### config.mk
export PLATFORM = sky130hd
export DESIGN_NAME = retriggerable_beep_pattern_alarm
export DESIGN_NICKNAME = d
export VERILOG_FILES = /design/src/rtl/core/rbpa_pkg.sv /design/src/rtl/core/rbpa_cfg.sv /design/src/rtl/core/rbpa_step.sv /design/src/rtl/core/retriggerable_beep_pattern_alarm.sv
export SDC_FILE = /design/constraint.sdc
export NUM_CORES = 1
export LEC_CHECK = 0
export BUFFER_PORTS_ARGS = -buffer_cell sky130_fd_sc_hd__buf_2
export CAP_MARGIN = 10
export CORE_ASPECT_RATIO = 1.25
export CORE_UTILIZATION = 62
export DETAILED_ROUTE_END_ITERATION = 12
export GPL_ROUTABILITY_DRIVEN = 0
export PLACE_DENSITY_LB_ADDON = 0.08
export SKIP_LAST_GASP = 1
export SLEW_MARGIN = 20
export SYNTH_ARGS = -nofsm -noshare
export SYNTH_HDL_FRONTEND = slang
export SYNTH_SLANG_ARGS = --single-unit
### constraint.sdc
create_clock -name clk -period 5.52 [get_ports clk]
set_input_delay 0.276 -clock clk [delete_from_list [all_inputs] [get_ports clk]]
set_output_delay 0.276 -clock clk [all_outputs]
set_load 0.1 [all_outputs]
### src/rtl/core/rbpa_pkg.sv
`timescale 1ns / 1ps

package rbpa_pkg;

	// register indexes on the configuration port
	localparam int unsigned CFG_IDX_W = 3;
	localparam logic [CFG_IDX_W-1:0] REG_BEEP_ON     = 3'd0;
	localparam logic [CFG_IDX_W-1:0] REG_BEEP_GAP    = 3'd1;
	localparam logic [CFG_IDX_W-1:0] REG_PAUSE       = 3'd2;
	localparam logic [CFG_IDX_W-1:0] REG_ALERT_WIN   = 3'd3;
	localparam logic [CFG_IDX_W-1:0] REG_BEEPS_CYCLE = 3'd4;
	localparam int unsigned CFG_DATA_W = 20;

	// reset values of the registers
	localparam logic [15:0] BEEP_ON_RST     = 16'd1000;
	localparam logic [15:0] BEEP_GAP_RST    = 16'd1000;
	localparam logic [15:0] PAUSE_RST       = 16'd2000;
	localparam logic [19:0] ALERT_WIN_RST   = 20'd7000;
	localparam logic [5:0]  BEEPS_CYCLE_RST = 6'd5;

	// fixed limits
	localparam logic [19:0] TEST_WINDOW_TICKS = 20'd4000;
	localparam logic [21:0] COOLDOWN_MAX      = 22'd3600000;
	localparam logic [15:0] ELAPSED_MAX       = 16'hFFFF;

	typedef enum logic [1:0] {
		ACT_TICK    = 2'd0,
		ACT_ALERT   = 2'd1,
		ACT_SILENCE = 2'd2,
		ACT_TEST    = 2'd3
	} action_t;

	typedef enum logic [1:0] {
		PH_ON    = 2'd0,
		PH_GAP   = 2'd1,
		PH_PAUSE = 2'd2
	} phase_t;

	typedef struct packed {
		logic [15:0] beep_on_ticks;
		logic [15:0] beep_gap_ticks;
		logic [15:0] pause_ticks;
		logic [19:0] alert_window_ticks;
		logic [5:0]  beeps_per_cycle;
	} cfg_t;

	typedef struct packed {
		logic        active;
		logic        pin_level;
		phase_t      phase;
		logic [5:0]  beep_count;
		logic [15:0] phase_elapsed;
		logic [19:0] window_left;
		logic [21:0] cooldown_left;
	} alarm_state_t;

	typedef struct packed {
		logic buzzer_on;
		logic alerting;
		logic in_cooldown;
		logic alert_ignored;
	} result_t;

endpackage

### src/rtl/core/rbpa_cfg.sv
`timescale 1ns / 1ps

module rbpa_cfg (
	input  logic                             clk,
	input  logic                             arst_n,
	input  logic                             cfg_wr_en,
	input  logic [rbpa_pkg::CFG_IDX_W-1:0]   cfg_index,
	input  logic [rbpa_pkg::CFG_DATA_W-1:0]  cfg_data,
	output rbpa_pkg::cfg_t                   cfg
);
	import rbpa_pkg::*;

	cfg_t cfg_q;

	// write one register per enabled cycle; unknown indexes are dropped
	always_ff @(posedge clk or negedge arst_n) begin
		if (!arst_n) begin
			cfg_q.beep_on_ticks      <= BEEP_ON_RST;
			cfg_q.beep_gap_ticks     <= BEEP_GAP_RST;
			cfg_q.pause_ticks        <= PAUSE_RST;
			cfg_q.alert_window_ticks <= ALERT_WIN_RST;
			cfg_q.beeps_per_cycle    <= BEEPS_CYCLE_RST;
		end else if (cfg_wr_en) begin
			unique case (cfg_index)
				REG_BEEP_ON:     cfg_q.beep_on_ticks      <= cfg_data[15:0];
				REG_BEEP_GAP:    cfg_q.beep_gap_ticks     <= cfg_data[15:0];
				REG_PAUSE:       cfg_q.pause_ticks        <= cfg_data[15:0];
				REG_ALERT_WIN:   cfg_q.alert_window_ticks <= cfg_data[19:0];
				REG_BEEPS_CYCLE: cfg_q.beeps_per_cycle    <= cfg_data[5:0];
				default: ;
			endcase
		end
	end

	assign cfg = cfg_q;

endmodule

### src/rtl/core/rbpa_step.sv
`timescale 1ns / 1ps

module rbpa_step (
	input  rbpa_pkg::alarm_state_t state_cur,
	input  rbpa_pkg::cfg_t         cfg,
	input  logic [1:0]             action,
	input  logic [21:0]            cooldown_ticks,
	output rbpa_pkg::alarm_state_t state_nxt,
	output rbpa_pkg::result_t      result
);
	import rbpa_pkg::*;

	always_comb begin
		alarm_state_t st;
		logic         ignored;
		logic [5:0]   cnt_inc;

		st      = state_cur;
		ignored = 1'b0;

		// apply the event
		unique case (action_t'(action))
			ACT_TICK: begin
				if (st.cooldown_left != '0)
					st.cooldown_left = st.cooldown_left - 22'd1;
				if (st.window_left != '0)
					st.window_left = st.window_left - 20'd1;
				if (st.active && st.phase_elapsed != ELAPSED_MAX)
					st.phase_elapsed = st.phase_elapsed + 16'd1;
			end
			ACT_ALERT: begin
				if (st.cooldown_left != '0) begin
					ignored = 1'b1;
				end else begin
					st.window_left = cfg.alert_window_ticks;
					if (!st.active) begin
						st.active        = 1'b1;
						st.beep_count    = '0;
						st.phase         = PH_ON;
						st.phase_elapsed = '0;
						st.pin_level     = 1'b1;
					end
				end
			end
			ACT_SILENCE: begin
				st.cooldown_left = (cooldown_ticks > COOLDOWN_MAX) ? COOLDOWN_MAX
				                                                    : cooldown_ticks;
				st.active    = 1'b0;
				st.pin_level = 1'b0;
			end
			ACT_TEST: begin
				if (!st.active) begin
					st.active        = 1'b1;
					st.beep_count    = '0;
					st.phase         = PH_ON;
					st.phase_elapsed = '0;
					st.pin_level     = 1'b1;
					st.window_left   = TEST_WINDOW_TICKS;
				end else if (st.window_left < TEST_WINDOW_TICKS) begin
					st.window_left = TEST_WINDOW_TICKS;
				end
			end
			default: ;
		endcase

		// stop when the window runs out
		if (st.active && st.window_left == '0) begin
			st.active    = 1'b0;
			st.pin_level = 1'b0;
		end

		// check the current phase once against its length
		cnt_inc = st.beep_count + 6'd1;
		if (st.active) begin
			unique case (st.phase)
				PH_ON: begin
					if (st.phase_elapsed >= cfg.beep_on_ticks) begin
						st.pin_level     = 1'b0;
						st.beep_count    = cnt_inc;
						st.phase         = (cnt_inc >= cfg.beeps_per_cycle) ? PH_PAUSE
						                                                    : PH_GAP;
						st.phase_elapsed = '0;
					end
				end
				PH_GAP: begin
					if (st.phase_elapsed >= cfg.beep_gap_ticks) begin
						st.pin_level     = 1'b1;
						st.phase         = PH_ON;
						st.phase_elapsed = '0;
					end
				end
				PH_PAUSE: begin
					if (st.phase_elapsed >= cfg.pause_ticks) begin
						st.beep_count    = '0;
						st.pin_level     = 1'b1;
						st.phase         = PH_ON;
						st.phase_elapsed = '0;
					end
				end
				default: begin
					// unused code: end of a pause
					st.beep_count    = '0;
					st.pin_level     = 1'b1;
					st.phase         = PH_ON;
					st.phase_elapsed = '0;
				end
			endcase
		end else begin
			st.pin_level = 1'b0;
		end

		state_nxt            = st;
		result.buzzer_on     = st.pin_level;
		result.alerting      = st.active;
		result.in_cooldown   = (st.cooldown_left != '0);
		result.alert_ignored = ignored;
	end

endmodule

### src/rtl/core/retriggerable_beep_pattern_alarm.sv
`timescale 1ns / 1ps

// An input transfer goes to the input register; its result then to the output register.
// Throughput: one item per cycle unless out_ready stalls; state_q loops via rbpa_step.
// The input register takes a new item while a result still waits at the output.
// Reset (arst_n low, asynchronous): alarm idle, pin level low, no cooldown,
// registers at their defaults, both pipeline stages empty.

module retriggerable_beep_pattern_alarm (
	input  logic                             clk,
	input  logic                             arst_n,
	input  logic                             cfg_wr_en,
	input  logic [rbpa_pkg::CFG_IDX_W-1:0]   cfg_index,
	input  logic [rbpa_pkg::CFG_DATA_W-1:0]  cfg_data,
	input  logic                             in_valid,
	output logic                             in_ready,
	input  logic [1:0]                       action,
	input  logic [21:0]                      cooldown_ticks,
	output logic                             out_valid,
	input  logic                             out_ready,
	output logic                             buzzer_on,
	output logic                             alerting,
	output logic                             in_cooldown,
	output logic                             alert_ignored
);
	import rbpa_pkg::*;

	cfg_t         cfg;
	alarm_state_t state_q;
	alarm_state_t state_nxt;
	result_t      result;
	result_t      result_q;
	logic         valid_s1;
	logic [1:0]   action_s1;
	logic [21:0]  cooldown_s1;
	logic         out_valid_q;
	logic         advance;

	rbpa_cfg u_cfg (
		.clk       (clk),
		.arst_n    (arst_n),
		.cfg_wr_en (cfg_wr_en),
		.cfg_index (cfg_index),
		.cfg_data  (cfg_data),
		.cfg       (cfg)
	);

	rbpa_step u_step (
		.state_cur      (state_q),
		.cfg            (cfg),
		.action         (action_s1),
		.cooldown_ticks (cooldown_s1),
		.state_nxt      (state_nxt),
		.result         (result)
	);

	// move the held item on when the output register is free or drains
	assign advance  = valid_s1 && (!out_valid_q || out_ready);
	assign in_ready = !valid_s1 || advance;

	// input register control
	always_ff @(posedge clk or negedge arst_n) begin
		if (!arst_n)
			valid_s1 <= 1'b0;
		else if (in_ready)
			valid_s1 <= in_valid;
	end

	// input register payload
	always_ff @(posedge clk) begin
		if (in_valid && in_ready) begin
			action_s1   <= action;
			cooldown_s1 <= cooldown_ticks;
		end
	end

	// alarm state update
	always_ff @(posedge clk or negedge arst_n) begin
		if (!arst_n) begin
			state_q.active        <= 1'b0;
			state_q.pin_level     <= 1'b0;
			state_q.phase         <= PH_ON;
			state_q.beep_count    <= '0;
			state_q.phase_elapsed <= '0;
			state_q.window_left   <= '0;
			state_q.cooldown_left <= '0;
		end else if (advance) begin
			state_q <= state_nxt;
		end
	end

	// output register control
	always_ff @(posedge clk or negedge arst_n) begin
		if (!arst_n)
			out_valid_q <= 1'b0;
		else if (advance)
			out_valid_q <= 1'b1;
		else if (out_ready)
			out_valid_q <= 1'b0;
	end

	// output register payload
	always_ff @(posedge clk) begin
		if (advance)
			result_q <= result;
	end

	assign out_valid     = out_valid_q;
	assign buzzer_on     = result_q.buzzer_on;
	assign alerting      = result_q.alerting;
	assign in_cooldown   = result_q.in_cooldown;
	assign alert_ignored = result_q.alert_ignored;

endmodule
==> flow_summary_export.csv <==
group,metric,value,unit
logic_synthesis,async_flop_share,83.7,%
global_routing,grt_pass1_vias,8605,
clock_network,cts_max_level,4,
global_routing,grt_pass1_wl,44600,µm
power,switching_share,33.3,%
final_layout,final_util,70.2,%
detailed_routing,ant_nets,0,
power,ir_drop,0.243,mV
setup_path,reg2reg_depth,18,
setup_path,path_buf_inv,0,
detailed_routing,vias_per_cell,6.38,
min_path,worstHoldStart,"cooldown_ticks[21]",
power,comb_power_share,23.8,%
placed_design,dpl.hpwl,19400,µm
final_layout,drive_above_1_share,16.2,%
detailed_routing,wirelength,27400,µm
setup_path,worst-setup-path-type,"register to register",
logic_synthesis,postSynthAreaPerCell,9.23,µm²
logic_synthesis,synth.yosys.seq_area_share,43.5,%
final_layout,final_net_count,1266,
sta,maxSlewHeadroom,37.6,%
floorplanning,dieHeight,146,µm
job,drv_cap,0,
logic_synthesis,synth_edf_count,28,
sta,setup_tns,0,ps
setup_path,slowest_delay,540,ps
power,switchingPower,0.00128,W
sta,finalSetupViolCount,0,
logic_synthesis,syn_inst,1115,
global_routing,antenna_found_initial,0,
floorplanning,initial_core_util,63.5,%
detailed_routing,drc,0,
logic_synthesis,yosys_warnings,0,
sta,final-hold-violation-count,0,
power,leakage,4.92,nW
detailed_routing,vias,8826,
min_path,min_path_cells,1,
floorplanning,io_pins,58,
logic_synthesis,syn-cell-area,10300,µm²
setup_path,timing.rr.start,"state_q[9]$_DFFE_PN0P_",
floorplanning,dieArea,17100,µm²
power,pwr-share-seq,45.5,%
detailed_routing,routedWlPerCell,19.8,µm
final_layout,syn_to_final_growth,10.5,%
floorplanning,core,16200,µm²
setup_path,worstReg2RegEnd,"state_q[49]$_DFFE_PN0P_",
clock_network,clk_pin_slew,70,ps
clock_network,cts_buffer_depth,2,
setup_path,cp_max_fo,15,
outcome,status,"finished clean",
setup_path,cpMaxStageDelayCell,"nor4_2",
clock_network,clock_sinks,172,
power,p_clk_share,30.6,%
setup_path,end_kind,"register",
floorplanning,rows,52,
logic_synthesis,synth_fp_nets,1226,
power,p_per_area,337,nW/µm²
setup_path,cp.arrival,5430,ps
final_layout,antennaDiodeCount,0,
setup_path,worstPathCellList,"nor4_2 > nand4_1 > nor2_1 > nor2_1 > nor3_1 > nor2_1 > mux2i_2 > ha_1 > nand2b_1 > a21o_1 > a211oi_1 > o21bai_1 > a2111oi_0 > o221a_2 > o21bai_1 > o221a_2 > o21a_4 > a22o_1",
sta,max_freq,198,MHz
power,p_int,0.00256,W
sta,fin_crit_sh,91.5,%
global_routing,overflow,0,
sta,finalCriticalPeriod,5050,ps
floorplanning,die_x,117,µm
setup_path,rrSetupSlack,470,ps
setup_path,required,5890,ps
final_layout,fillers,1275,
setup_path,startpoint_type,"register",
sta,tightest_slew,936,ps
global_routing,grt_max_degree,102,
sta,worst_clock_skew,9.00,ps
setup_path,crit_top_cell,"nor2_1",
sta,maxSlewViolCount,0,
logic_synthesis,ys_ff_latch,172,
logic_synthesis,ys.flop_type,"dfrtp_1",
power,total_power,0.00383,W
clock_network,cts_tree,"built",
clock_network,cts_inserted_buffers,17,
sta,rsz0062_at_grt,"false",
placed_design,portBuffers,57,
logic_synthesis,yosysUniqueCellTypes,88,
clock_network,insertion_delay,440,ps
min_path,whs_endpoint,"cooldown_s1[21]$_DFFE_PP_",
clock_network,clock-root-buffer,"clkbuf_16",
detailed_routing,drtPass1Iterations,6,
min_path,hp-class,"input pin to register",
detailed_routing,drtIter0Drc,1117,
setup_path,cp_top_family,"compound AO/OA/AOI/OAI gates",
global_routing,grtUsageTotal,34.3,%
[through the flow]
stage / instance area, µm² / setup slack [ps] / cells / hold WS (ps)
after floorplan: 10300 / 904 / 1115 / -19.6
after global placement: 10800 / 657 / 1351 / 447
after detailed placement: 10800 / 563 / 1351 / 453
after CTS: 11400 / 496 / 1384 / 2.14
after global routing: 11400 / 44.6 / 1384 / 1.42
final: 11400 / 467 / 1384 / 12.1
[sequential cells by signal, indices dropped and copies added, names as in the netlist, 2 cells and up]
signal       count
u_cfg.cfg       74
state_q         68
cooldown_s1     22
action_s1        2
[worst reg2reg max path, cell delays in order (launching register included)]
cell,delay [ps]
dfrtp_1,460
nor4_2,540
nand4_1,270
nor2_1,250
nor2_1,130
nor3_1,340
nor2_1,130
mux2i_2,280
ha_1,280
nand2b_1,130
a21o_1,170
a211oi_1,220
o21bai_1,100
a2111oi_0,430
o221a_2,270
o21bai_1,270
o221a_2,310
o21a_4,240
a22o_1,170
[power by group through the flow]
| stage | sequential [W] | combinational, W | clock [W] |
|---|---|---|---|
| 5_1_grt | 0.00177 | 0.00102 | 0.00123 |
| 3_5_place_dp | 0.00176 | 0.000893 | 0 |
| 3_3_place_gp | 0.00175 | 0.000873 | 0 |
| 2_1_floorplan | 0.00169 | 0.000666 | 0 |
| 6_report | 0.00175 | 0.000915 | 0.00117 |
| 4_1_cts | 0.00174 | 0.000903 | 0.00119 |
[area by class of cell]
| cell class | count | area [µm²] | share of cell area [%] |
|---|---|---|---|
| Inverter | 69 | 262 | 2.30 |
| Clock inverter | 10 | 119 | 1.05 |
| Tap cell | 216 | 270 | 2.38 |
| Multi-Input combinational cell | 819 | 5360 | 47.1 |
| Sequential cell | 172 | 4480 | 39.4 |
| Timing Repair Buffer | 76 | 437 | 3.84 |
| Clock buffer | 22 | 444 | 3.91 |
[how the worst max path moves through the flow]
stage                                       from                       to  slack, ps  depth (start not counted)
after CTS                 state_q[0]$_DFFE_PN0P_  state_q[47]$_DFFE_PN0P_        500                         20
after detailed placement  state_q[0]$_DFFE_PN0P_  state_q[46]$_DFFE_PN0P_        560                         20
after global routing      state_q[0]$_DFFE_PN0P_  state_q[58]$_DFFE_PN0P_         40                         20
final                     state_q[9]$_DFFE_PN0P_  state_q[49]$_DFFE_PN0P_        470                         18
after floorplan           state_q[9]$_DFFE_PN0P_  state_q[53]$_DFFE_PN0P_        900                         20
after global placement    state_q[9]$_DFFE_PN0P_  state_q[54]$_DFFE_PN0P_        660                         18
[per-layer routing]
| metal | up-vias | GRT usage [%] | routed length, µm |
|---|---|---|---|
| li1 | 4142 | - | - |
| met1 | 4168 | 44.0 | 10900 |
| met2 | 425 | 54.1 | 13300 |
| met3 | 91 | 6.19 | 1870 |
| met4 | 0 | 19.3 | 1370 |
| met5 | - | 0 | 0 |
[synth_stat cells (8+ instances only)]
library cell | number | area, µm²
nand2_1 | 162 | 608
o21ai_0 | 124 | 621
dfrtp_1 | 117 | 2930
inv_1 | 66 | 248
ha_1 | 59 | 738
nor2_1 | 57 | 214
a21oi_1 | 51 | 255
clkbuf_1 | 43 | 161
nand3_1 | 30 | 150
edfxtp_1 | 28 | 841
nor3_1 | 28 | 140
dfstp_2 | 27 | 709
mux2_2 | 27 | 304
a22o_1 | 24 | 210
a21o_1 | 23 | 173
nor4_1 | 16 | 100
nand4_1 | 15 | 93.8
or3_1 | 12 | 75.1
nand2b_1 | 10 | 62.6
o22ai_1 | 9 | 56.3
a31oi_1 | 8 | 50.1
and2_1 | 8 | 50.1
xor2_1 | 8 | 70.1
[timing repair]
action / 4_1_cts / 5_1_grt
hold buffers: 1 / 0
resized for setup: 0 / 1
setup buffers: 0 / 0
setup endpoints to repair: 0 / 5
endpoints found under the hold margin: 12 / 0
[layout by cell type (no fill, tap or decap), types with 8 or more instances in the layout]
master and instances:
nand2_1 161, o21ai_0 124, dfrtp_1 117, inv_1 66, ha_1 59, nor2_1 57
buf_2 56, a21oi_1 51, nand3_1 30, edfxtp_1 28, nor3_1 27, mux2_2 27
dfstp_2 27, a22o_1 24, a21o_1 23, buf_4 18, clkbuf_16 17, nor4_1 16
nand4_1 15, or3_1 12, nand2b_1 10, o22ai_1 9, xor2_1 8, a31oi_1 8
[cell families (layout without fill, tap and decap cells)]
logic type,after synthesis,count (layout),share of synthesized area [%]
AND/OR/NAND/NOR,384,384,18.5
AO/OA/AOI/OAI,327,327,21.0
multiplexers,34,34,3.68
adder cells (fa/ha/maj),59,59,7.17
XOR/XNOR,15,15,1.28
buffers and inverters,124,177,4.89
flip-flops,172,172,43.5
Note: power is estimated with default switching activity, not from simulation.
